## config.mk

```make
export PLATFORM = sky130hd
export DESIGN_NAME = clipped_alpha_blend_blitter_core
export DESIGN_NICKNAME = d
export VERILOG_FILES = /design/src/rtl/cabb_pkg.sv /design/src/rtl/clipped_alpha_blend_blitter_core.sv /design/src/rtl/cabb_front.sv /design/src/rtl/cabb_queue.sv /design/src/rtl/cabb_back.sv
export SDC_FILE = /design/constraint.sdc
export NUM_CORES = 2
export LEC_CHECK = 0
export BUFFER_PORTS_ARGS = -buffer_cell sky130_fd_sc_hd__buf_2
export CAP_MARGIN = 20
export CORE_ASPECT_RATIO = 1.4
export CORE_UTILIZATION = 55
export CTS_CLUSTER_SIZE = 10
export DETAILED_ROUTE_END_ITERATION = 10
export PLACE_DENSITY = 0.72
export SLEW_MARGIN = 20
export SYNTH_ARGS = -nofsm -noshare
export SYNTH_HDL_FRONTEND = slang
export SYNTH_SLANG_ARGS = --single-unit
```

## constraint.sdc

```tcl
create_clock -name clk -period 14.5 [get_ports clk]
set_input_delay 0.725 -clock clk [delete_from_list [all_inputs] [get_ports clk]]
set_output_delay 0.725 -clock clk [all_outputs]
set_load 0.05 [all_outputs]
```

## src/rtl/cabb_pkg.sv

```systemverilog
`timescale 1ns / 1ps
package cabb_pkg;

  // Field and datapath widths
  localparam int REG_BITS   = 12;
  localparam int COORD_BITS = 13;
  localparam int DIM_BITS   = 11;
  localparam int ADDR_BITS  = 24;
  localparam int PIX_BITS   = 32;
  localparam int CLIP_BITS  = 15;
  localparam int MAX_DRAW_DIM = 2000;

  // Queue between front and back
  localparam int QUEUE_DEPTH = 4;
  localparam int QPTR_BITS   = $clog2(QUEUE_DEPTH);
  localparam int QCNT_BITS   = $clog2(QUEUE_DEPTH + 1);

  // Register indexes
  localparam logic [1:0] REG_SRC_W = 2'd0;
  localparam logic [1:0] REG_SRC_H = 2'd1;
  localparam logic [1:0] REG_DST_W = 2'd2;
  localparam logic [1:0] REG_DST_H = 2'd3;

  // Request codes, also used for the result kind
  localparam logic CMD_START = 1'b0;
  localparam logic CMD_PIXEL = 1'b1;

  typedef struct packed {
    logic [REG_BITS-1:0] src_w;
    logic [REG_BITS-1:0] src_h;
    logic [REG_BITS-1:0] dst_w;
    logic [REG_BITS-1:0] dst_h;
  } cfg_t;

  // One classified request, ready for the back end
  typedef struct packed {
    logic                 kind;
    logic                 ok;
    logic [DIM_BITS-1:0]  width;
    logic [DIM_BITS-1:0]  height;
    logic [ADDR_BITS-1:0] src_base;
    logic [ADDR_BITS-1:0] dst_base;
    logic [PIX_BITS-1:0]  pixel;
    logic                 we;
  } q_entry_t;

  typedef struct packed {
    logic full;
    logic nempty;
  } q_status_t;

endpackage

```

## src/rtl/clipped_alpha_blend_blitter_core.sv

```systemverilog
`timescale 1ns / 1ps
// Channel  Handshake             Payload
// cfg      cfg_we                cfg_index, cfg_data
// in       in_valid / in_stall   cmd, dest_x/y, rect_x/y/w/h, src_pixel, dst_pixel
// out      out_valid / out_stall kind, draw_ok, draw_width/height, src/dst_addr,
//                                out_pixel, write_enable, last
//
// One request per cycle while in_stall is low; each result passes from its request
// through two clip/blend stages, address multiply into the queue, output register.
// A four-entry queue between front and back holds requests while out_stall is high;
// in_stall rises only when that queue is full and the last front stage is occupied.
// rst is synchronous: clears config registers, blit state and all valid flags.
module clipped_alpha_blend_blitter_core (
  input  logic                                   clk,
  input  logic                                   rst,
  input  logic                                   cfg_we,
  input  logic [1:0]                             cfg_index,
  input  logic [cabb_pkg::REG_BITS-1:0]          cfg_data,
  input  logic                                   in_valid,
  output logic                                   in_stall,
  input  logic                                   cmd,
  input  logic signed [cabb_pkg::COORD_BITS-1:0] dest_x,
  input  logic signed [cabb_pkg::COORD_BITS-1:0] dest_y,
  input  logic signed [cabb_pkg::COORD_BITS-1:0] rect_x,
  input  logic signed [cabb_pkg::COORD_BITS-1:0] rect_y,
  input  logic signed [cabb_pkg::COORD_BITS-1:0] rect_w,
  input  logic signed [cabb_pkg::COORD_BITS-1:0] rect_h,
  input  logic [cabb_pkg::PIX_BITS-1:0]          src_pixel,
  input  logic [cabb_pkg::PIX_BITS-1:0]          dst_pixel,
  output logic                                   out_valid,
  input  logic                                   out_stall,
  output logic                                   kind,
  output logic                                   draw_ok,
  output logic [cabb_pkg::DIM_BITS-1:0]          draw_width,
  output logic [cabb_pkg::DIM_BITS-1:0]          draw_height,
  output logic [cabb_pkg::ADDR_BITS-1:0]         src_addr,
  output logic [cabb_pkg::ADDR_BITS-1:0]         dst_addr,
  output logic [cabb_pkg::PIX_BITS-1:0]          out_pixel,
  output logic                                   write_enable,
  output logic                                   last
);
  import cabb_pkg::*;

  cfg_t      cfg;
  q_entry_t  push_data, pop_data;
  q_status_t q_stat;
  logic      q_push, q_pop;

  // Configuration registers
  always_ff @(posedge clk) begin
    if (rst) begin
      cfg <= '0;
    end else if (cfg_we) begin
      unique case (cfg_index)
        REG_SRC_W: cfg.src_w <= cfg_data;
        REG_SRC_H: cfg.src_h <= cfg_data;
        REG_DST_W: cfg.dst_w <= cfg_data;
        REG_DST_H: cfg.dst_h <= cfg_data;
        default: ;
      endcase
    end
  end

  cabb_front u_front (
    .clk       (clk),
    .rst       (rst),
    .cfg       (cfg),
    .in_valid  (in_valid),
    .in_stall  (in_stall),
    .cmd       (cmd),
    .dest_x    (dest_x),
    .dest_y    (dest_y),
    .rect_x    (rect_x),
    .rect_y    (rect_y),
    .rect_w    (rect_w),
    .rect_h    (rect_h),
    .src_pixel (src_pixel),
    .dst_pixel (dst_pixel),
    .q_stat    (q_stat),
    .q_push    (q_push),
    .q_data    (push_data)
  );

  cabb_queue u_queue (
    .clk       (clk),
    .rst       (rst),
    .push      (q_push),
    .push_data (push_data),
    .pop       (q_pop),
    .pop_data  (pop_data),
    .stat      (q_stat)
  );

  cabb_back u_back (
    .clk          (clk),
    .rst          (rst),
    .cfg          (cfg),
    .q_stat       (q_stat),
    .q_data       (pop_data),
    .q_pop        (q_pop),
    .out_valid    (out_valid),
    .out_stall    (out_stall),
    .kind         (kind),
    .draw_ok      (draw_ok),
    .draw_width   (draw_width),
    .draw_height  (draw_height),
    .src_addr     (src_addr),
    .dst_addr     (dst_addr),
    .out_pixel    (out_pixel),
    .write_enable (write_enable),
    .last         (last)
  );

endmodule

```

## src/rtl/cabb_front.sv

```systemverilog
`timescale 1ns / 1ps
module cabb_front (
  input  logic                                 clk,
  input  logic                                 rst,
  input  cabb_pkg::cfg_t                       cfg,
  input  logic                                 in_valid,
  output logic                                 in_stall,
  input  logic                                 cmd,
  input  logic signed [cabb_pkg::COORD_BITS-1:0] dest_x,
  input  logic signed [cabb_pkg::COORD_BITS-1:0] dest_y,
  input  logic signed [cabb_pkg::COORD_BITS-1:0] rect_x,
  input  logic signed [cabb_pkg::COORD_BITS-1:0] rect_y,
  input  logic signed [cabb_pkg::COORD_BITS-1:0] rect_w,
  input  logic signed [cabb_pkg::COORD_BITS-1:0] rect_h,
  input  logic [cabb_pkg::PIX_BITS-1:0]        src_pixel,
  input  logic [cabb_pkg::PIX_BITS-1:0]        dst_pixel,
  input  cabb_pkg::q_status_t                  q_stat,
  output logic                                 q_push,
  output cabb_pkg::q_entry_t                   q_data
);
  import cabb_pkg::*;

  localparam logic signed [CLIP_BITS-1:0] MAX_DIM_C = CLIP_BITS'(MAX_DRAW_DIM);

  // x / 255 for x up to 255 * 255
  function automatic logic [7:0] div255(input logic [15:0] x);
    logic [16:0] t;
    t = {1'b0, x} + 17'(x[15:8]) + 17'd1;
    return t[15:8];
  endfunction

  logic adv;

  // Stage 1 registers
  logic                  s1_valid;
  logic                  s1_cmd;
  logic                  s1_ok;
  logic [REG_BITS-1:0]   s1_rx, s1_ry, s1_rw, s1_rh;
  logic signed [COORD_BITS-1:0] s1_dx, s1_dy;
  logic [15:0]           s1_sum_r, s1_sum_g, s1_sum_b;
  logic [7:0]            s1_alpha;
  logic [PIX_BITS-1:0]   s1_src;

  // Stage 2 registers
  logic                  s2_valid;
  logic                  s2_cmd;
  logic                  s2_ok;
  logic [DIM_BITS-1:0]   s2_w, s2_h;
  logic [COORD_BITS-1:0] s2_sx, s2_sy;
  logic [REG_BITS-1:0]   s2_dx, s2_dy;
  logic [PIX_BITS-1:0]   s2_pix;
  logic                  s2_we;

  // Whole front moves unless the last stage is blocked by a full queue
  assign adv      = !(s2_valid && q_stat.full);
  assign in_stall = !adv;
  assign q_push   = s2_valid && !q_stat.full;

  // Stage 1: clip against the source surface, form blend products
  logic signed [CLIP_BITS-1:0] sw_e, sh_e, rx_a, ry_a, rw_a, rh_a;
  logic                        src_ok;
  logic [7:0]                  a_in, a_inv;
  logic [15:0]                 sum_r, sum_g, sum_b;

  always_comb begin
    sw_e = CLIP_BITS'(cfg.src_w);
    sh_e = CLIP_BITS'(cfg.src_h);
    rx_a = CLIP_BITS'(rect_x);
    ry_a = CLIP_BITS'(rect_y);
    rw_a = CLIP_BITS'(rect_w);
    rh_a = CLIP_BITS'(rect_h);
    if (rx_a[CLIP_BITS-1]) begin
      rw_a = rw_a + rx_a;
      rx_a = '0;
    end
    if (ry_a[CLIP_BITS-1]) begin
      rh_a = rh_a + ry_a;
      ry_a = '0;
    end
    if (rx_a + rw_a > sw_e) rw_a = sw_e - rx_a;
    if (ry_a + rh_a > sh_e) rh_a = sh_e - ry_a;
    src_ok = (cfg.src_w != '0) && (cfg.src_h != '0) &&
             (cfg.dst_w != '0) && (cfg.dst_h != '0) &&
             !rw_a[CLIP_BITS-1] && (rw_a != '0) &&
             !rh_a[CLIP_BITS-1] && (rh_a != '0);
  end

  assign a_in  = src_pixel[31:24];
  assign a_inv = 8'd255 - a_in;
  assign sum_r = 16'(src_pixel[23:16] * a_in) + 16'(dst_pixel[23:16] * a_inv);
  assign sum_g = 16'(src_pixel[15:8] * a_in) + 16'(dst_pixel[15:8] * a_inv);
  assign sum_b = 16'(src_pixel[7:0] * a_in) + 16'(dst_pixel[7:0] * a_inv);

  always_ff @(posedge clk) begin
    if (rst) begin
      s1_valid <= 1'b0;
    end else if (adv) begin
      s1_valid <= in_valid;
    end
  end

  always_ff @(posedge clk) begin
    if (adv) begin
      s1_cmd   <= cmd;
      s1_ok    <= src_ok;
      s1_rx    <= rx_a[REG_BITS-1:0];
      s1_ry    <= ry_a[REG_BITS-1:0];
      s1_rw    <= rw_a[REG_BITS-1:0];
      s1_rh    <= rh_a[REG_BITS-1:0];
      s1_dx    <= dest_x;
      s1_dy    <= dest_y;
      s1_sum_r <= sum_r;
      s1_sum_g <= sum_g;
      s1_sum_b <= sum_b;
      s1_alpha <= a_in;
      s1_src   <= src_pixel;
    end
  end

  // Stage 2: clip against the destination surface, finish the blend
  logic signed [CLIP_BITS-1:0] dw_e, dh_e, dx_b, dy_b, rw_b, rh_b, offx, offy;
  logic                        dst_ok;
  logic [COORD_BITS-1:0]       sx_b, sy_b;
  logic [PIX_BITS-1:0]         pix_b;
  logic                        we_b;

  always_comb begin
    dw_e = CLIP_BITS'(cfg.dst_w);
    dh_e = CLIP_BITS'(cfg.dst_h);
    dx_b = CLIP_BITS'(s1_dx);
    dy_b = CLIP_BITS'(s1_dy);
    rw_b = CLIP_BITS'(s1_rw);
    rh_b = CLIP_BITS'(s1_rh);
    offx = '0;
    offy = '0;
    if (dx_b[CLIP_BITS-1]) begin
      rw_b = rw_b + dx_b;
      offx = -dx_b;
      dx_b = '0;
    end
    if (dy_b[CLIP_BITS-1]) begin
      rh_b = rh_b + dy_b;
      offy = -dy_b;
      dy_b = '0;
    end
    if (dx_b + rw_b > dw_e) rw_b = dw_e - dx_b;
    if (dy_b + rh_b > dh_e) rh_b = dh_e - dy_b;
    dst_ok = s1_ok &&
             !rw_b[CLIP_BITS-1] && (rw_b != '0) && (rw_b <= MAX_DIM_C) &&
             !rh_b[CLIP_BITS-1] && (rh_b != '0) && (rh_b <= MAX_DIM_C);
    sx_b = COORD_BITS'(s1_rx) + offx[COORD_BITS-1:0];
    sy_b = COORD_BITS'(s1_ry) + offy[COORD_BITS-1:0];
  end

  // Transparent, opaque or blended
  always_comb begin
    if (s1_alpha == 8'd255) begin
      pix_b = s1_src;
      we_b  = 1'b1;
    end else if (s1_alpha == 8'd0) begin
      pix_b = '0;
      we_b  = 1'b0;
    end else begin
      pix_b = {8'h00, div255(s1_sum_r), div255(s1_sum_g), div255(s1_sum_b)};
      we_b  = 1'b1;
    end
  end

  always_ff @(posedge clk) begin
    if (rst) begin
      s2_valid <= 1'b0;
    end else if (adv) begin
      s2_valid <= s1_valid;
    end
  end

  always_ff @(posedge clk) begin
    if (adv) begin
      s2_cmd <= s1_cmd;
      s2_ok  <= dst_ok;
      s2_w   <= rw_b[DIM_BITS-1:0];
      s2_h   <= rh_b[DIM_BITS-1:0];
      s2_sx  <= sx_b;
      s2_sy  <= sy_b;
      s2_dx  <= dx_b[REG_BITS-1:0];
      s2_dy  <= dy_b[REG_BITS-1:0];
      s2_pix <= pix_b;
      s2_we  <= we_b;
    end
  end

  // Stage 3: start addresses, written into the queue
  logic [COORD_BITS+REG_BITS-1:0] src_prod;
  logic [2*REG_BITS-1:0]          dst_prod;

  assign src_prod = s2_sy * cfg.src_w;
  assign dst_prod = s2_dy * cfg.dst_w;

  always_comb begin
    q_data          = '0;
    q_data.kind     = s2_cmd;
    if (s2_cmd == CMD_PIXEL) begin
      q_data.pixel  = s2_pix;
      q_data.we     = s2_we;
    end else if (s2_ok) begin
      q_data.ok       = 1'b1;
      q_data.width    = s2_w;
      q_data.height   = s2_h;
      q_data.src_base = src_prod[ADDR_BITS-1:0] + ADDR_BITS'(s2_sx);
      q_data.dst_base = ADDR_BITS'(dst_prod) + ADDR_BITS'(s2_dx);
    end
  end

endmodule

```

## src/rtl/cabb_queue.sv

```systemverilog
`timescale 1ns / 1ps
module cabb_queue (
  input  logic                clk,
  input  logic                rst,
  input  logic                push,
  input  cabb_pkg::q_entry_t  push_data,
  input  logic                pop,
  output cabb_pkg::q_entry_t  pop_data,
  output cabb_pkg::q_status_t stat
);
  import cabb_pkg::*;

  q_entry_t             entries [QUEUE_DEPTH];
  logic [QPTR_BITS-1:0] wr_ptr, rd_ptr;
  logic [QCNT_BITS-1:0] count;

  assign stat.full   = (count == QCNT_BITS'(QUEUE_DEPTH));
  assign stat.nempty = (count != '0);
  assign pop_data    = entries[rd_ptr];

  // Pointers and fill count
  always_ff @(posedge clk) begin
    if (rst) begin
      wr_ptr <= '0;
      rd_ptr <= '0;
      count  <= '0;
    end else begin
      if (push) wr_ptr <= wr_ptr + 1'b1;
      if (pop)  rd_ptr <= rd_ptr + 1'b1;
      if (push && !pop)      count <= count + 1'b1;
      else if (pop && !push) count <= count - 1'b1;
    end
  end

  // Storage
  always_ff @(posedge clk) begin
    if (push) entries[wr_ptr] <= push_data;
  end

endmodule

```

## src/rtl/cabb_back.sv

```systemverilog
`timescale 1ns / 1ps
module cabb_back (
  input  logic                             clk,
  input  logic                             rst,
  input  cabb_pkg::cfg_t                   cfg,
  input  cabb_pkg::q_status_t              q_stat,
  input  cabb_pkg::q_entry_t               q_data,
  output logic                             q_pop,
  output logic                             out_valid,
  input  logic                             out_stall,
  output logic                             kind,
  output logic                             draw_ok,
  output logic [cabb_pkg::DIM_BITS-1:0]    draw_width,
  output logic [cabb_pkg::DIM_BITS-1:0]    draw_height,
  output logic [cabb_pkg::ADDR_BITS-1:0]   src_addr,
  output logic [cabb_pkg::ADDR_BITS-1:0]   dst_addr,
  output logic [cabb_pkg::PIX_BITS-1:0]    out_pixel,
  output logic                             write_enable,
  output logic                             last
);
  import cabb_pkg::*;

  // Blit state
  logic                 active;
  logic [DIM_BITS-1:0]  reg_w, reg_h, col, row;
  logic [ADDR_BITS-1:0] src_rb, dst_rb;

  logic                 load;
  logic [DIM_BITS-1:0]  col_inc, row_inc;
  logic                 row_end, blit_end;

  // Take the next request when the output register is free or draining
  assign load  = q_stat.nempty && (!out_valid || !out_stall);
  assign q_pop = load;

  assign col_inc  = col + 1'b1;
  assign row_inc  = row + 1'b1;
  assign row_end  = (col_inc >= reg_w);
  assign blit_end = row_end && (row_inc >= reg_h);

  always_ff @(posedge clk) begin
    if (rst) begin
      out_valid <= 1'b0;
    end else if (load) begin
      out_valid <= 1'b1;
    end else if (!out_stall) begin
      out_valid <= 1'b0;
    end
  end

  // State update on each request taken
  always_ff @(posedge clk) begin
    if (rst) begin
      active <= 1'b0;
      reg_w  <= '0;
      reg_h  <= '0;
      col    <= '0;
      row    <= '0;
      src_rb <= '0;
      dst_rb <= '0;
    end else if (load) begin
      if (q_data.kind == CMD_START) begin
        active <= q_data.ok;
        if (q_data.ok) begin
          reg_w  <= q_data.width;
          reg_h  <= q_data.height;
          col    <= '0;
          row    <= '0;
          src_rb <= q_data.src_base;
          dst_rb <= q_data.dst_base;
        end
      end else if (active) begin
        if (row_end) begin
          col    <= '0;
          row    <= blit_end ? '0 : row_inc;
          src_rb <= src_rb + ADDR_BITS'(cfg.src_w);
          dst_rb <= dst_rb + ADDR_BITS'(cfg.dst_w);
          if (blit_end) active <= 1'b0;
        end else begin
          col <= col_inc;
        end
      end
    end
  end

  // Result register
  always_ff @(posedge clk) begin
    if (load) begin
      kind         <= q_data.kind;
      draw_ok      <= 1'b0;
      draw_width   <= '0;
      draw_height  <= '0;
      src_addr     <= '0;
      dst_addr     <= '0;
      out_pixel    <= '0;
      write_enable <= 1'b0;
      last         <= 1'b0;
      if (q_data.kind == CMD_START) begin
        draw_ok     <= q_data.ok;
        draw_width  <= q_data.width;
        draw_height <= q_data.height;
        src_addr    <= q_data.src_base;
        dst_addr    <= q_data.dst_base;
      end else if (active) begin
        draw_ok      <= 1'b1;
        src_addr     <= src_rb + ADDR_BITS'(col);
        dst_addr     <= dst_rb + ADDR_BITS'(col);
        out_pixel    <= q_data.pixel;
        write_enable <= q_data.we;
        last         <= blit_end;
      end
    end
  end

endmodule

```

==> impl_metrics.py <==
metrics = {
    "pwr": {
        "ir_drop_uv": 230,
        "swShare": 0.408,
        "seq_power_share": 0.311,
        "power_density_nw_per_um2": 169,
        "p_sw_uw": 5380,
        "internal_power_uw": 7820,
        "leakagePower_uw": 0.0331,
        "p_comb_frac": 0.500,
        "pwr-share-clk": 0.189,
    },
    "placement": {
        "dp_slack_ps": 7120,
        "gp_congestion": 0.922,
        "dp_hpwl_um": 129000,
        "placed_cells": 8494,
        "io_buffers": 261,
    },
    "synthesis": {
        "yosys_most_used_dff": "edfxtp_1",
        "synth_area_per_cell_sq_um": 10.8,
        "synth_common_cells": "inv_1, edfxtp_1, ha_1",
        "seq_area_frac_synth": 0.373,
        "netlist_area_sq_um": 71700,
        "netlist_instances": 6660,
        "synth-async-reset-ratio": 0,
        "synth_largest_area_cell": "edfxtp_1",
        "synth_top_cell_area_share": 0.330,
        "synth_cell_types": 88,
        "ys_warn_count": 0,
        "synth.most_common_cell": "inv_1",
        "synth_edf_count": 789,
        "ys_ff_latch": 942,
        "synth_area_leaders": "edfxtp_1, fa_1, ha_1, inv_1, dfxtp_1",
    },
    "routing": {
        "via_count": 49700,
        "drc": 0,
        "ant_nets": 0,
        "drt_iter0_drc": 3404,
        "first_pass_iters": 5,
        "post_drt_wl_per_cell_um": 19.7,
        "wl_um": 171000,
        "viasPerCell": 5.72,
    },
    "clock_network": {
        "worstSkewPairLatency_ps": 740,
        "clkTransAtPathRegs_ps": 60,
        "root_buffer": "clkbuf_16",
        "cts_inserted_buffers": 108,
        "cts_setup_buffers": 0,
        "cts_resized": 0,
        "holdBufCountCts": 0,
        "clk_path_buf_depth": 3,
        "cts_sinks": 942,
        "cts_tree": "done",
        "h-tree-depth": 3,
    },
    "sta": {
        "postLayoutSetupSlackWorst_ps": 7690,
        "slew_viol_final": 0,
        "fin_crit_ps": 6810,
        "clock_skew_ps": 40.8,
        "setup_violations": 0,
        "rsz0062_at_grt": "false",
        "hold_viol_final": 0,
        "max-slew-margin-rel": 0.234,
        "fin_tns_setup_ps": 0,
        "max_freq_mhz": 147,
        "max_slew.worst_pin.slew_ps": 1120,
        "hold_slack_ps": 187,
        "fin_crit_sh": 0.470,
    },
    "die": {
        "die_w_um": 307,
        "rows": 156,
        "start_util": 0.555,
        "design.core.area_sq_um": 129000,
        "die-height_um": 429,
        "design.portCount": 270,
        "dieArea_sq_um": 132000,
    },
    "outcome": {
        "status": "finished, final reports clean",
    },
    "critical_path": {
        "slowest_delay_ps": 870,
        "cp_max_fo": 25,
        "required_ps": 15080,
        "r2r_end": "u_front.s2_ok$_DFFE_PN_",
        "critPathLaunchType": "flop",
        "worstSetupPathType": "reg2reg",
        "rr_worst_depth": 21,
        "crit_chain": "clkinv_1 > mux2_2 > inv_1 > ha_1 > a41oi_1 > a21oi_1 > a211oi_1 > nor2_1 > a21o_1 > a21oi_1 > xnor2_1 > ha_1 > and3_1 > nand3_1 > or3_1 > o21ai_0 > nand2_1 > nor4_1 > o41a_1 > o211a_1 > o221a_2",
        "crit_buf_inv": 2,
        "cp_slowest_cell": "edfxtp_1",
        "reg2reg_setup_slack_ps": 7690,
        "endpoint_kind": "flop",
        "regToRegStartpoint": "u_front.s1_dy[12]$_DFFE_PN_",
        "cp.arrival_ps": 7390,
        "cpLargestDelayFamily": "compound AO/OA/AOI/OAI gates",
    },
    "global_route": {
        "antenna_found_initial": 7,
        "grt_pass1_vias": 50400,
        "grt_overflow": 0,
        "grt_max_degree": 149,
        "grt_first_pass_wirelength_um": 270000,
        "grtUsageTotal": 0.261,
    },
    "finish": {
        "multi_input_area_sq_um": 41000,
        "area_delta_synth_final_pct": 8.81,
        "fill_cells": 10800,
        "drive_gt1_frac": 0.0918,
        "instances_no_fill": 8680,
        "nNetsFinal": 8204,
        "regArea_sq_um": 26800,
    },
    "job": {
        "drv_cap": 0,
    },
    "min_path": {
        "min-delay-start": "dest_y[0]",
        "hold_end": "u_front.s1_dy[0]$_DFFE_PN_",
        "holdPathStages": 1,
        "holdCritPathClass": "in2reg",
    },
}
==> how the worst max path moves through the flow <==
stage / from / endpoint / slack, ps / cells after the start
final: u_front.s1_dy[12]$_DFFE_PN_ / u_front.s2_ok$_DFFE_PN_ / 7690 / 21
after global routing: u_front.s1_dy[12]$_DFFE_PN_ / u_front.s2_ok$_DFFE_PN_ / 7290 / 20
after CTS: u_front.s1_dy[12]$_DFFE_PN_ / u_front.s2_ok$_DFFE_PN_ / 7530 / 20
after detailed placement: rect_y[0] / u_front.s1_ok$_DFFE_PN_ / 7120 / 25
after global placement: rect_y[0] / u_front.s1_ok$_DFFE_PN_ / 7260 / 25
after floorplan: u_queue.count[0]$_SDFFE_PP0P_ / in_stall / 4080 / 3
==> registers in the layout (all words and copies together), names as in the netlist, 12 cells and up, named ones only <==
signal / cells
u_front.s1_sum_b: 16
u_front.s2_dy: 12
u_front.s2_sx: 13
u_front.s2_pix: 32
u_front.s1_sum_r: 16
u_queue.entries: 420
u_front.s1_sum_g: 16
u_back.src_addr: 24
cfg: 48
u_back.src_rb: 24
u_front.s1_dx: 13
u_front.s1_rw: 12
u_back.dst_rb: 24
u_front.s1_src: 32
u_front.s2_dx: 12
u_front.s2_sy: 13
u_front.s1_rh: 12
u_front.s1_ry: 12
u_back.dst_addr: 24
u_front.s1_dy: 13
u_back.out_pixel: 32
u_front.s1_rx: 12
==> power by group through the flow <==
stage | combinational, uW | clock [uW] | sequential (uW)
after floorplan | 4600 | 0 | 4510
after global placement | 6390 | 0 | 4150
after detailed placement | 6570 | 0 | 4160
after CTS | 6610 | 2550 | 4100
after global routing | 7370 | 2650 | 4150
final | 6590 | 2500 | 4100
==> area by class of cell <==
class,instances,share of cell area
clock inverter,16,0.00281
inverter,867,0.0417
timing repair buffer,316,0.0222
multi-input combinational,4631,0.525
antenna,1,0.0000321
sequential,942,0.343
tap,1738,0.0279
clock buffer,169,0.0378
==> per-layer routing <==
| layer | vias up | GRT usage | part of all wire |
|---|---|---|---|
| li1 | 23200 | - | - |
| met3 | 258 | 0.0286 | 0.053 |
| met5 | - | 0 | 0.00023 |
| met2 | 1447 | 0.452 | 0.50 |
| met4 | 6 | 0.0889 | 0.031 |
| met1 | 24800 | 0.341 | 0.42 |
==> placed cells by master (no fill, tap or decap), types with 40 or more instances in the layout <==
master     count
nor2_1       322
mux2i_1       76
nor2b_1      180
buf_2        260
xor2_1       111
buf_4         55
mux4_2        98
and2_1       306
a21oi_1      239
mux2_2        41
inv_1        863
nor3_1       102
clkbuf_1      59
clkbuf_16    108
edfxtp_1     789
xnor2_1      194
nor4_1        40
ha_1         637
nand2b_1     114
a21o_1        64
a211oi_1      43
fa_1         539
and3_1        78
nand2_1      628
o21ai_0      234
dfxtp_1      151
nand3_1       89
o21a_1        70
==> through the flow <==
step           area, sq um  utilization  power [uW]
2_1_floorplan        71700            -        9110
3_3_place_gp         74900        0.579       10500
4_1_cts              78000        0.604       13300
5_1_grt              78100        0.604       14200
3_5_place_dp         74900        0.579       10700
6_report             78100        0.604       13200
==> kinds of logic after synthesis <==
logic type,after synthesis,synth area share
and+or+nand+nor,2005,0.140
adders and majority gates,1176,0.262
buffers and inverters,1089,0.0571
DFF,942,0.373
AOI/OAI and AO/OA,925,0.0832
xor gates and xnor gates,305,0.0372
muxes,217,0.0482
other,1,0.0000523
(Power assumes the default switching activity.)
